$ cat src/sv/alkd_pkg.sv
`default_nettype none
// ----------------------------------------------------------------------------
// alkd_pkg: shared types and constants of the lattice kick/drift engine
// Operation codes, command and status bundles, register indexes and the
// 32-bit saturation helpers used by the datapath.
// ----------------------------------------------------------------------------
package alkd_pkg;

	localparam int COMP_W     = 2;
	localparam int CFG_IDX_W  = 3;
	localparam int SQ_CNT_W   = 5;
	localparam int SQRT_STEPS = 32;

	localparam logic signed [63:0] S32_MAX_64 = 64'sd2147483647;
	localparam logic signed [63:0] S32_MIN_64 = -64'sd2147483648;

	typedef enum logic [1:0] {
		MODE_WRITE = 2'd0,
		MODE_KICK  = 2'd1,
		MODE_DRIFT = 2'd2,
		MODE_READ  = 2'd3
	} mode_t;

	typedef enum logic [CFG_IDX_W-1:0] {
		CFG_INV_MASS  = 3'd0,
		CFG_SPRING_K  = 3'd1,
		CFG_QUAD      = 3'd2,
		CFG_CUBIC     = 3'd3,
		CFG_TIME_STEP = 3'd4
	} cfg_reg_t;

	typedef enum logic [4:0] {
		OP_NOP,
		OP_WRITE,
		OP_RD_ISSUE,
		OP_RD_TAKE,
		OP_K_RA,
		OP_K_RB,
		OP_K_DIFF,
		OP_K_SQ,
		OP_K_ACC,
		OP_SQ_INIT,
		OP_SQ_STEP,
		OP_C_MUL,
		OP_C_SUM,
		OP_U_M1,
		OP_U_M2,
		OP_U_M3,
		OP_U_M4,
		OP_D_RD,
		OP_D_M1,
		OP_D_M2,
		OP_D_WR
	} dp_op_t;

	typedef struct packed {
		dp_op_t            op;
		logic [COMP_W-1:0] comp;
	} dp_cmd_t;

	typedef struct packed {
		mode_t mode;
		logic  addr_ok;
		logic  kick_ok;
		logic  entry_last;
	} dp_stat_t;

	function automatic logic signed [31:0] sat32(input logic signed [63:0] x);
		if (x > S32_MAX_64) begin
			return 32'sh7fffffff;
		end else if (x < S32_MIN_64) begin
			return 32'sh80000000;
		end
		return x[31:0];
	endfunction

	function automatic logic ovf32(input logic signed [63:0] x);
		return (x > S32_MAX_64) || (x < S32_MIN_64);
	endfunction

endpackage
`default_nettype wire

$ cat src/sv/alkd_ctrl.sv
`default_nettype none
// ----------------------------------------------------------------------------
// alkd_ctrl: sequencing state machine
// Steps the datapath through write, read, kick and drift sequences and
// raises the done strobe when an item finishes.
// ----------------------------------------------------------------------------
module alkd_ctrl #(
	parameter int DIMS = 3
) (
	input  wire logic              clk,
	input  wire logic              arst_n,
	input  wire logic              start,
	input  wire alkd_pkg::dp_stat_t stat,
	output logic                   busy,
	output logic                   load,
	output alkd_pkg::dp_cmd_t      cmd,
	output logic                   done
);

	typedef enum logic [4:0] {
		ST_IDLE,
		ST_DISP,
		ST_WRITE,
		ST_RD_ISSUE,
		ST_RD_TAKE,
		ST_K_RA,
		ST_K_RB,
		ST_K_DIFF,
		ST_K_SQ,
		ST_K_ACC,
		ST_SQ_INIT,
		ST_SQ_STEP,
		ST_C_MUL,
		ST_C_SUM,
		ST_U_M1,
		ST_U_M2,
		ST_U_M3,
		ST_U_M4,
		ST_D_RD,
		ST_D_M1,
		ST_D_M2,
		ST_D_WR
	} state_t;

	localparam logic [alkd_pkg::COMP_W-1:0] COMP_LAST = alkd_pkg::COMP_W'(DIMS - 1);
	localparam logic [alkd_pkg::SQ_CNT_W-1:0] CNT_LAST =
		alkd_pkg::SQ_CNT_W'(alkd_pkg::SQRT_STEPS - 1);

	state_t                          state_q, state_d;
	logic [alkd_pkg::COMP_W-1:0]     comp_q, comp_d;
	logic [alkd_pkg::SQ_CNT_W-1:0]   cnt_q, cnt_d;
	alkd_pkg::dp_op_t                op_q, op_d;
	logic                            done_q, done_d;

	assign busy = (state_q != ST_IDLE);
	assign load = start && (state_q == ST_IDLE);
	assign done = done_q;
	assign cmd  = '{op: op_q, comp: comp_q};

	always_comb begin
		state_d = state_q;
		comp_d  = comp_q;
		cnt_d   = cnt_q;
		done_d  = 1'b0;
		unique case (state_q)
			ST_IDLE: begin
				if (start) begin
					state_d = ST_DISP;
				end
			end
			ST_DISP: begin
				unique case (stat.mode)
					alkd_pkg::MODE_WRITE: state_d = ST_WRITE;
					alkd_pkg::MODE_READ:  state_d = ST_RD_ISSUE;
					alkd_pkg::MODE_DRIFT: state_d = ST_D_RD;
					alkd_pkg::MODE_KICK: begin
						comp_d = '0;
						if (stat.kick_ok) begin
							state_d = ST_K_RA;
						end else begin
							state_d = ST_IDLE;
							done_d  = 1'b1;
						end
					end
					default: state_d = ST_IDLE;
				endcase
			end
			ST_WRITE, ST_RD_TAKE: begin
				state_d = ST_IDLE;
				done_d  = 1'b1;
			end
			ST_RD_ISSUE: state_d = ST_RD_TAKE;
			ST_K_RA:     state_d = ST_K_RB;
			ST_K_RB:     state_d = ST_K_DIFF;
			ST_K_DIFF:   state_d = ST_K_SQ;
			ST_K_SQ:     state_d = ST_K_ACC;
			ST_K_ACC: begin
				if (comp_q == COMP_LAST) begin
					comp_d  = '0;
					state_d = ST_SQ_INIT;
				end else begin
					comp_d  = comp_q + 1'b1;
					state_d = ST_K_RA;
				end
			end
			ST_SQ_INIT: begin
				cnt_d   = '0;
				state_d = ST_SQ_STEP;
			end
			ST_SQ_STEP: begin
				cnt_d = cnt_q + 1'b1;
				if (cnt_q == CNT_LAST) begin
					state_d = ST_C_MUL;
				end
			end
			ST_C_MUL: state_d = ST_C_SUM;
			ST_C_SUM: state_d = ST_U_M1;
			ST_U_M1:  state_d = ST_U_M2;
			ST_U_M2:  state_d = ST_U_M3;
			ST_U_M3:  state_d = ST_U_M4;
			ST_U_M4: begin
				if (comp_q == COMP_LAST) begin
					state_d = ST_IDLE;
					done_d  = 1'b1;
				end else begin
					comp_d  = comp_q + 1'b1;
					state_d = ST_U_M1;
				end
			end
			ST_D_RD: state_d = ST_D_M1;
			ST_D_M1: state_d = ST_D_M2;
			ST_D_M2: state_d = ST_D_WR;
			ST_D_WR: begin
				if (stat.entry_last) begin
					state_d = ST_IDLE;
					done_d  = 1'b1;
				end else begin
					state_d = ST_D_RD;
				end
			end
			default: state_d = ST_IDLE;
		endcase
	end

	always_comb begin
		unique case (state_d)
			ST_WRITE:    op_d = alkd_pkg::OP_WRITE;
			ST_RD_ISSUE: op_d = alkd_pkg::OP_RD_ISSUE;
			ST_RD_TAKE:  op_d = alkd_pkg::OP_RD_TAKE;
			ST_K_RA:     op_d = alkd_pkg::OP_K_RA;
			ST_K_RB:     op_d = alkd_pkg::OP_K_RB;
			ST_K_DIFF:   op_d = alkd_pkg::OP_K_DIFF;
			ST_K_SQ:     op_d = alkd_pkg::OP_K_SQ;
			ST_K_ACC:    op_d = alkd_pkg::OP_K_ACC;
			ST_SQ_INIT:  op_d = alkd_pkg::OP_SQ_INIT;
			ST_SQ_STEP:  op_d = alkd_pkg::OP_SQ_STEP;
			ST_C_MUL:    op_d = alkd_pkg::OP_C_MUL;
			ST_C_SUM:    op_d = alkd_pkg::OP_C_SUM;
			ST_U_M1:     op_d = alkd_pkg::OP_U_M1;
			ST_U_M2:     op_d = alkd_pkg::OP_U_M2;
			ST_U_M3:     op_d = alkd_pkg::OP_U_M3;
			ST_U_M4:     op_d = alkd_pkg::OP_U_M4;
			ST_D_RD:     op_d = alkd_pkg::OP_D_RD;
			ST_D_M1:     op_d = alkd_pkg::OP_D_M1;
			ST_D_M2:     op_d = alkd_pkg::OP_D_M2;
			ST_D_WR:     op_d = alkd_pkg::OP_D_WR;
			default:     op_d = alkd_pkg::OP_NOP;
		endcase
	end

	always_ff @(posedge clk or negedge arst_n) begin
		if (!arst_n) begin
			state_q <= ST_IDLE;
			comp_q  <= '0;
			cnt_q   <= '0;
			op_q    <= alkd_pkg::OP_NOP;
			done_q  <= 1'b0;
		end else begin
			state_q <= state_d;
			comp_q  <= comp_d;
			cnt_q   <= cnt_d;
			op_q    <= op_d;
			done_q  <= done_d;
		end
	end

	a_done_idle: assert property (@(posedge clk) disable iff (!arst_n)
		done_q |-> (state_q == ST_IDLE))
		else $error("done strobe outside idle");

	a_load_busy: assert property (@(posedge clk) disable iff (!arst_n)
		load |=> (busy && !done_q))
		else $error("accepted beat did not start a sequence");

	a_busy_start: assert property (@(posedge clk) disable iff (!arst_n)
		$rose(busy) |-> $past(start))
		else $error("busy rose without start");

	a_sqrt_len: assert property (@(posedge clk) disable iff (!arst_n)
		(state_q == ST_SQ_STEP && cnt_q == CNT_LAST) |=> (state_q == ST_C_MUL))
		else $error("root iteration count broken");

endmodule
`default_nettype wire

$ cat config.mk
export PLATFORM = sky130hd
export DESIGN_NAME = alkd_ctrl
export DESIGN_NICKNAME = d
export VERILOG_FILES = /design/src/sv/alkd_pkg.sv /design/src/sv/alkd_ctrl.sv
export SDC_FILE = /design/constraint.sdc
export NUM_CORES = 1
export LEC_CHECK = 0
export BUFFER_PORTS_ARGS = -buffer_cell sky130_fd_sc_hd__buf_4
export CORE_ASPECT_RATIO = 0.7
export CORE_UTILIZATION = 27
export CTS_CLUSTER_SIZE = 10
export DETAILED_ROUTE_END_ITERATION = 8
export GPL_TIMING_DRIVEN = 0
export PLACE_DENSITY = 0.49
export SLEW_MARGIN = 40
export SYNTH_ARGS = -nofsm -noshare
export SYNTH_HDL_FRONTEND = slang
export SYNTH_SLANG_ARGS = --single-unit
$ cat constraint.sdc
create_clock -name clk -period 3.8 [get_ports clk]
set_input_delay 0.19 -clock clk [delete_from_list [all_inputs] [get_ports clk]]
set_output_delay 0.19 -clock clk [all_outputs]
set_load 0.01 [all_outputs]
== Word level (Yosys, flattened, before mapping) ==
Memory sizes are Yosys's and may differ from the RTL's. A register that Yosys moved wholly into a read port is not among the register bits.
Cells that the tools add are included.

* Register bits: 13
* Memory bits (read-only): 160
* Bits of input ports: 8
* Output and inout bits: 10
* Logic and storage cells: 62
* Memories kept: 1

{| class="wikitable"
|+ Memories
! name !! depth !! width !! read ports !! clocked after memory_dff !! write ports !! line !! source
|-
| (name not given) || 32 || 5 || 1 || 1 || 0 || alkd_ctrl.sv:146 || <nowiki>unique case (state_d)</nowiki>
|}

* $add $sub $neg: 2
* Eq/ne operators: 28
* Multiplexer cells: 18
* Reductions and logical operators: 9

{| class="wikitable"
|+ Operators by type and width
! cell !! count
|-
| $pmux 5 s20 || 1
|-
| $eq 5x4->1 const B || 8
|-
| $eq 5x5->1 const B || 7
|-
| $eq 5x3->1 const B || 4
|-
| $pmux 5 s4 || 1
|-
| $mux 5 || 3
|-
| $eq 5x2->1 const B || 2
|-
| $pmux 5 s2 || 1
|-
| $mux 4 || 2
|-
| $eq 2x2->1 const B || 3
|-
| $mux 2 || 3
|-
| $pmux 2 s3 || 1
|-
| $add 5x1->5 const B || 1
|-
| $eq 5x1->1 const B || 1
|-
| $logic_not 5->1 || 1
|-
| $reduce_bool 5->1 || 1
|-
| $mux 1 || 4
|-
| $ne 2x2->1 const B || 2
|-
| $pmux 1 s4 || 1
|-
| $mux 3 || 1
|-
| $reduce_and 3->1 || 1
|-
| $reduce_bool 3->1 || 1
|-
| $add 2x1->2 const B || 1
|-
| $eq 2x1->1 const B || 1
|-
| 5 further kinds || 5
|}

== Logic depth before layout (Yosys ltp) ==
Gate-level depths: netlist (run 1).

* Depth in word-level cells: 3
* Gate-level depth with buffers: 12
* Gate-level depth less buffers: 12

== Worst setup path before layout (run 1) ==
No wires, ideal clock.

* Kind: reg-to-reg
* Start point: register cnt_q[0] in the netlist's numbering
* End point: register op_q[2]
* Library setup time: 0.129 ns
* Arrival: 2.107 ns
* Required time: 3.671 ns
* Path slack: 1.564 ns
* Stages on the path, launching flop included: 12
* Buffers on the path: 0
* Period minus slack after synthesis: 2.236 ns
* Cells stage by stage: dfrtp_1 > ha_1 > and3_1 > ha_1 > nor3b_1 > o21ai_1 > a31oi_1 > a211oi_2 > ha_1 > nand3b_1 > mux2i_1 > nor3_2

* Longest elaborated chain between the ends: 3

{| class="wikitable"
|+ RTL lines
! item !! line !! source
|-
| start: declaration || alkd_ctrl.sv:51 || <nowiki>logic [alkd_pkg::SQ_CNT_W-1:0] cnt_q, cnt_d;</nowiki>
|-
| start signal: assignment || alkd_ctrl.sv:181 || <nowiki>cnt_q <= cnt_d;</nowiki>
|-
| $eq 5x5->1 || alkd_ctrl.sv:112 || <nowiki>if (cnt_q == CNT_LAST) begin</nowiki>
|-
| $mux 5 || alkd_ctrl.sv:112 ||
|-
| $pmux 5 s20 || alkd_ctrl.sv:65 || <nowiki>unique case (state_q)</nowiki>
|-
| end: declaration || alkd_ctrl.sv:52 || <nowiki>alkd_pkg::dp_op_t op_q, op_d;</nowiki>
|}

No other way between the ends.
A chain may end at the register's enable or synchronous reset.

== Worst setup path after layout (run 1) ==
* Start point: register state_q[4]
* End point: register op_q[2]

* Longest elaborated chain between the ends: 2
* Elaborated cells on any way between the ends: 23
* Those cells by class: eq/ne (19); mux (3); reduce/logical (1)

{| class="wikitable"
|+ RTL lines
! item !! line !! source
|-
| start: declaration || alkd_ctrl.sv:49 || <nowiki>state_t state_q, state_d;</nowiki>
|-
| start signal: assignment || alkd_ctrl.sv:179 || <nowiki>state_q <= state_d;</nowiki>
|-
| $eq 5x5->1 (tied with other cells) || alkd_ctrl.sv:65 ||
|-
| $pmux 5 s20 (*) || alkd_ctrl.sv:65 ||
|}

Mark *: on every way between the ends. The rest lies on a longest branch, timed or not.

==> impl_metrics.csv, run 1 <==
group,metric,value,unit
status,status,"finished, final reports clean",
yosys,postSynthAreaPerCell,8.97,um2
detailed_routing,drc,0,
detailed_routing,firstDrtPassIters,4,
job,drv_cap,0,
final_layout,synthToLayoutAreaGrowth,18.9,%
clock_network,worstSkewPairLatency,0.25,ns
global_route,grt_max_degree,19,
floorplan,core,0.00494,mm2
final_layout,ff_latch_area,450,um2
placement,gp_congestion,0.851,
global_route,grt_antenna_before_repair,0,
yosys,netlist.area_leader.share,31.4,%
floorplan,pin_count,18,
sta,fin_crit,2.74,ns
placement,port-buffer-count,16,
yosys,syn_nets,178,
sta,max_slew.worst_pin.slew,0.661,ns
yosys,ys.flop_type,"dfrtp_1",
critical_path,worstPathArrival,2.92,ns
worst_hold_path,hp-class,"input pin to asynchronous set/reset pin",
clock_network,hold_buffers,1,
clock_network,cts_root_buf,"clkbuf_8",
sta,min_period_over_period,72.2,%
yosys,synth.distinct_cells,51,
floorplan,die_area,0.00562,mm2
critical_path,required,3.98,ns
detailed_routing,routedWlPerCell,14.0,um
floorplan,fp.dieH,63.0,um
clock_network,cts_tree,"done",
detailed_routing,postRouteWirelength,3.50,mm
sta,finalHoldViolCount,0,
yosys,synth_edf_count,0,
critical_path,worstRegToRegCells,10,
detailed_routing,ant_nets,0,
global_route,grt_use_total,14.1,%
final_layout,nNetsFinal,200,
floorplan,rows,21,
final_layout,drive_gt1_share,21.0,%
clock_network,clk_pin_slew,0.07,ns
critical_path,worst_setup_path_end_kind,"register",
final_layout,utilization,34.5,%
yosys,synthArstFlopShare,100,%
power,finalPower,1.63,mW
critical_path,critPathLaunchType,"register",
sta,clock_skew,0.00370,ns
floorplan,die_w,89.1,um
power,power.density,957,mW/mm2
yosys,synth_top_area_cell,"dfrtp_1",
final_layout,n_fill_cell,539,
clock_network,clock-sinks,18,
critical_path,path_max_fanout,10,
yosys,synth_common_cells,"dfrtp_1, nand2_1, ha_1",
yosys,synthCells,160,
sta,setup-violations-final,0,
detailed_routing,via_per_inst,5.06,
floorplan,start_util,29.1,%
sta,setup_tns,0,ns
clock_network,clk_path_buf_depth,2,
placement,hpwlAfterDp,2.67,mm
clock_network,htreeDepth,1,
detailed_routing,dr.first_iter.drc_count,105,
yosys,ys_seq_area_share,31.4,%
global_route,gr-total-overflow,0,
clock_network,post-cts-setup-buffer-count,0,
final_layout,diodes,0,
yosys,ys_top_cells_by_area,"dfrtp_1, ha_1, mux2i_1, nand2_1, buf_6",
yosys,synth.cell_area,0.00144,mm2
critical_path,crit_type,"register to register",
power,p_leak,0.816,nW
sta,relSlewSlack,55.6,%
sta,rsz0062_at_grt,"no",
final_layout,multi_input_comb_area,873,um2
global_route,grt_pass1_wl,6.17,mm
yosys,synth_seq_cells,18,
clock_network,cts_resized,0,
global_route,grt_pass1_vias,1286,
yosys,yosysWarningCount,0,
power,peakVddDrop,0.000251,V
sta,slew_viol_final,0,
clock_network,numCtsBuffers,3,
detailed_routing,vias,1266,
sta,fmax,364,MHz
-- area by class of cell --
type	instances	area share, %
multi-input combinational	123	51.2
sequential	18	26.4
timing repair buffer	17	7.62
tap	69	5.06
buffer	11	4.77
clock buffer	4	3.23
inverter	8	1.76
-- logic make-up after synthesis --
logic type | synth area share (%)
xor gates and xnor gates | 0.610
buffers and inverters | 7.76
muxes | 4.88
DFF | 31.4
adders and majority gates | 8.72
AOI/OAI and AO/OA | 17.0
and+or+nand+nor | 29.6
-- layout by cell type, fill, tap and decap left out, types with 4 or more instances in the layout --
master | netlist | final
nand3_1 | 8 | 8
inv_1 | 5 | 5
dfrtp_1 | 18 | 18
buf_6 | 4 | 4
nor2b_1 | 4 | 4
buf_4 | 1 | 17
clkbuf_8 | 0 | 4
nand2_1 | 18 | 18
buf_2 | 5 | 5
ha_1 | 10 | 10
nand3b_1 | 4 | 4
a21oi_1 | 6 | 6
mux2i_1 | 7 | 7
nor2_1 | 8 | 8
nor3_1 | 7 | 7
-- report_power, final --
| group | total, mW | internal [mW] | switching (mW) |
|---|---|---|---|
| Clock | 0.160 | 0.0921 | 0.0684 |
| Sequential | 0.337 | 0.274 | 0.0632 |
| Combinational | 1.14 | 0.501 | 0.636 |
-- per-layer routing --
layer / routed length, um / track usage [%] / vias up
li1: - / - / 624
met1: 1720 / 20.6 / 611
met2: 1570 / 21.0 / 29
met3: 180 / 2.91 / 2
met4: 25 / 3.77 / 0
met5: 0 / 0 / -
-- sequential cells by signal, summed over array words and instances (netlist names) --
signal,cells
cnt_q,5
comp_q,2
op_q,5
state_q,5
done,1
-- metrics by stage --
stage / area (um2) / hold slack (ns) / instances / setup WS, ns
floorplan: 1440 / -0.106 / 160 / 1.56
global placement: 1640 / 0.0862 / 245 / 1.07
detailed placement: 1640 / 0.0870 / 245 / 1.06
CTS: 1710 / 0.342 / 250 / 1.04
global route: 1710 / 0.369 / 250 / 0.858
finish: 1710 / 0.338 / 250 / 1.06
-- worst paths after layout --
path                       slack (ns)         end        from
hold / removal                   0.34        done      arst_n
setup reg to reg                 1.06     op_q[2]  state_q[4]
hold reg to reg                  0.48    cnt_q[4]    cnt_q[4]
setup / recovery                 1.06     op_q[2]  state_q[4]
max in group asynchronous        3.25  state_q[4]      arst_n
min in group clk                 0.36        done     stat[1]
-- worst max-delay path: stages, from the launching register on --
cell and delay [ns]:
dfrtp_1 0.50, buf_2 0.30, nor3b_1 0.11, and2_1 0.21, nand2_1 0.10, o32ai_1 0.08, nor3_1 0.58, ha_1 0.40
nand3b_1 0.14, o31ai_1 0.07, nor3_2 0.17
(Power assumes the default switching activity.)
==> inputs of run 2 (changes only) <==
--- a/config.mk
+++ b/config.mk
@@ -11,7 +11,7 @@
 export CTS_CLUSTER_SIZE = 10
 export DETAILED_ROUTE_END_ITERATION = 8
 export GPL_TIMING_DRIVEN = 0
-export PLACE_DENSITY = 0.49
+export PLACE_DENSITY = 0.51
 export SLEW_MARGIN = 40
 export SYNTH_ARGS = -nofsm -noshare
 export SYNTH_HDL_FRONTEND = slang
==> constraint.sdc (replaced) <==
create_clock -name clk -period 2.46 [get_ports clk]
set_input_delay 0.123 -clock clk [delete_from_list [all_inputs] [get_ports clk]]
set_output_delay 0.123 -clock clk [all_outputs]
set_load 0.01 [all_outputs]
==> impl_metrics.csv, run 2 (synthesis gave the netlist of run 1 again) <==
group,metric,value,unit
sta,finalHoldViolCount,0,
detailed_routing,drc,0,
worst_hold_path,hp-class,"input pin to asynchronous set/reset pin",
critical_path,critPathLaunchType,"register",
critical_path,worstRegToRegCells,10,
detailed_routing,via_per_inst,4.95,
global_route,grt_pass1_vias,1144,
global_route,grt_use_total,13.0,%
sta,rsz0062_at_grt,"yes",
clock_network,numCtsBuffers,3,
power,p_sw,1.26,mW
detailed_routing,postRouteWirelength,3.45,mm
power,seq_power_share,18.9,%
sta,min_period_over_period,96.2,%
power,p_leak,0.844,nW
floorplan,pin_count,18,
power,power.density,1510,mW/mm2
detailed_routing,firstDrtPassIters,4,
floorplan,die_w,89.1,um
critical_path,worst_setup_path_end_kind,"register",
critical_path,worstPathArrival,2.50,ns
power,peakVddDrop,0.000479,V
final_layout,n_fill_cell,530,
clock_network,cts_tree,"done",
critical_path,path_max_fanout,10,
power,pwr-share-clk,8.8,%
critical_path,path_cells,"clkbuf_4 -> nor3b_2 -> and2_1 -> nand2_1 -> o32ai_2 -> nor3_4 -> ha_2 -> nand3b_1 -> mux2i_1 -> nor3_2",
final_layout,synthToLayoutAreaGrowth,27.0,%
job,drv_cap,0,
final_layout,diodes,0,
sta,clock_skew,0.00240,ns
status,status,"finished, final reports clean",
power,cellInternalPower,1.49,mW
global_route,gr-total-overflow,0,
global_route,grt_antenna_before_repair,0,
clock_network,htreeDepth,1,
sta,worst_slack,0.0937,ns
clock_network,cts_root_buf,"clkbuf_8",
global_route,grt_max_degree,19,
sta,fin_crit,2.37,ns
floorplan,start_util,29.1,%
final_layout,largestRegisters,"cnt_q x5, op_q x5, state_q x5",
critical_path,max_stage_delay,0.48,ns
final_layout,layout_commonest_cell,"buf_4",
sta,hold_ws,0.276,ns
floorplan,rows,21,
final_layout,utilization,36.9,%
detailed_routing,dr.first_iter.drc_count,166,
critical_path,required,2.60,ns
sta,max_slew.worst_pin.slew,0.420,ns
floorplan,core,0.00494,mm2
placement,pre_cts_ws,-0.239,ns
detailed_routing,ant_nets,0,
clock_network,clk_pin_slew,0.07,ns
placement,dpl_cell_area,0.00164,mm2
critical_path,slowest_stage,"dfrtp_1",
clock_network,clk_path_buf_depth,2,
final_layout,drive_gt1_share,31.2,%
placement,gp_congestion,0.808,
detailed_routing,vias,1261,
final_layout,nNetsFinal,205,
sta,relSlewSlack,71.9,%
sta,setup-violations-final,0,
detailed_routing,routedWlPerCell,13.5,um
power,p_comb_share,72.3,%
floorplan,fp.dieH,63.0,um
final_layout,final_area,0.00182,mm2
clock_network,clock-sinks,18,
sta,fmax,423,MHz
critical_path,crit_type,"register to register",
floorplan,die_area,0.00562,mm2
sta,slew_viol_final,0,
sta,setup_tns,0,ns
final_layout,mostFrequentLayoutCells,"buf_4, nand2_1, dfrtp_1, nor2_1, nand3_1",
placement,hpwlAfterDp,2.49,mm
power,switching_share,45.7,%
placement,port-buffer-count,16,
clock_network,worstSkewPairLatency,0.25,ns
global_route,grt_pass1_wl,5.63,mm
==> run 2: changes by cell type in the layout (fill, tap and decap cells not counted), sizes merged <==
| cell | delta |
|---|---|
| buf | +3 |
| clkbuf | +2 |
==> run 2: repair_timing <==
action                                  CTS  global route
endpoints found under the setup margin    5             4
hold buffers                              1             0
buffers inserted                          2             3
endpoints found under the hold margin    18             0
resized for setup                         3            16
pin swaps                                 3             4
==> run 2: path summary, 6_finish.rpt <==
check | from | end | slack (ns)
setup / recovery | state_q[4] | op_q[2] | 0.09
hold / removal | arst_n | comp_q[1] | 0.28
setup reg to reg | state_q[4] | op_q[2] | 0.09
hold reg to reg | cnt_q[1] | cnt_q[1] | 0.51
max in group asynchronous | arst_n | cnt_q[4] | 1.98
min in group clk | stat[1] | done | 0.33
==> run 2: critical path, delay by kind of cell (launching register included) <==
family | cells | cell delay, ns
AND/OR/NAND/NOR | 6 | 0.89
flip-flops | 1 | 0.48
adder cells (fa/ha/maj) | 1 | 0.32
buffers and inverters | 1 | 0.29
multiplexers | 1 | 0.17
AO/OA/AOI/OAI | 1 | 0.11
==> run 2: stage by stage <==
step | power, mW | instances
global route | 3.00 | 255
floorplan | 1.85 | 160
detailed placement | 2.27 | 245
global placement | 2.28 | 245
CTS | 2.61 | 252
finish | 2.75 | 255
==> run 2: cell type report <==
cell class | instances | area [um2] | area share [%]
inverters | 8 | 30.0 | 1.65
repair buffers | 22 | 168 | 9.20
plain buffers | 11 | 85.1 | 4.67
well taps | 69 | 86.3 | 4.74
clock buffers | 4 | 55.1 | 3.02
multi-input cells | 123 | 948 | 52.0
flip-flops and latches | 18 | 450 | 24.7
==> run 2: layer usage <==
metal | share of wire, % | vias to the layer above | routed length (um) | track usage [%]
met5 | 0 | - | 0 | 0
met4 | 1.0 | 0 | 35 | 2.78
met3 | 5.3 | 4 | 183 | 3.04
met2 | 41 | 26 | 1430 | 17.7
met1 | 52 | 592 | 1810 | 20.3
li1 | - | 639 | - | -
==> run 2: power by group through the flow <==
| stage | clock network, mW | logic (mW) | registers (mW) |
|---|---|---|---|
| global placement | 0 | 1.75 | 0.527 |
| global route | 0.271 | 2.19 | 0.538 |
| finish | 0.243 | 1.99 | 0.520 |
| CTS | 0.256 | 1.83 | 0.518 |
| floorplan | 0 | 1.32 | 0.530 |
| detailed placement | 0 | 1.74 | 0.524 |
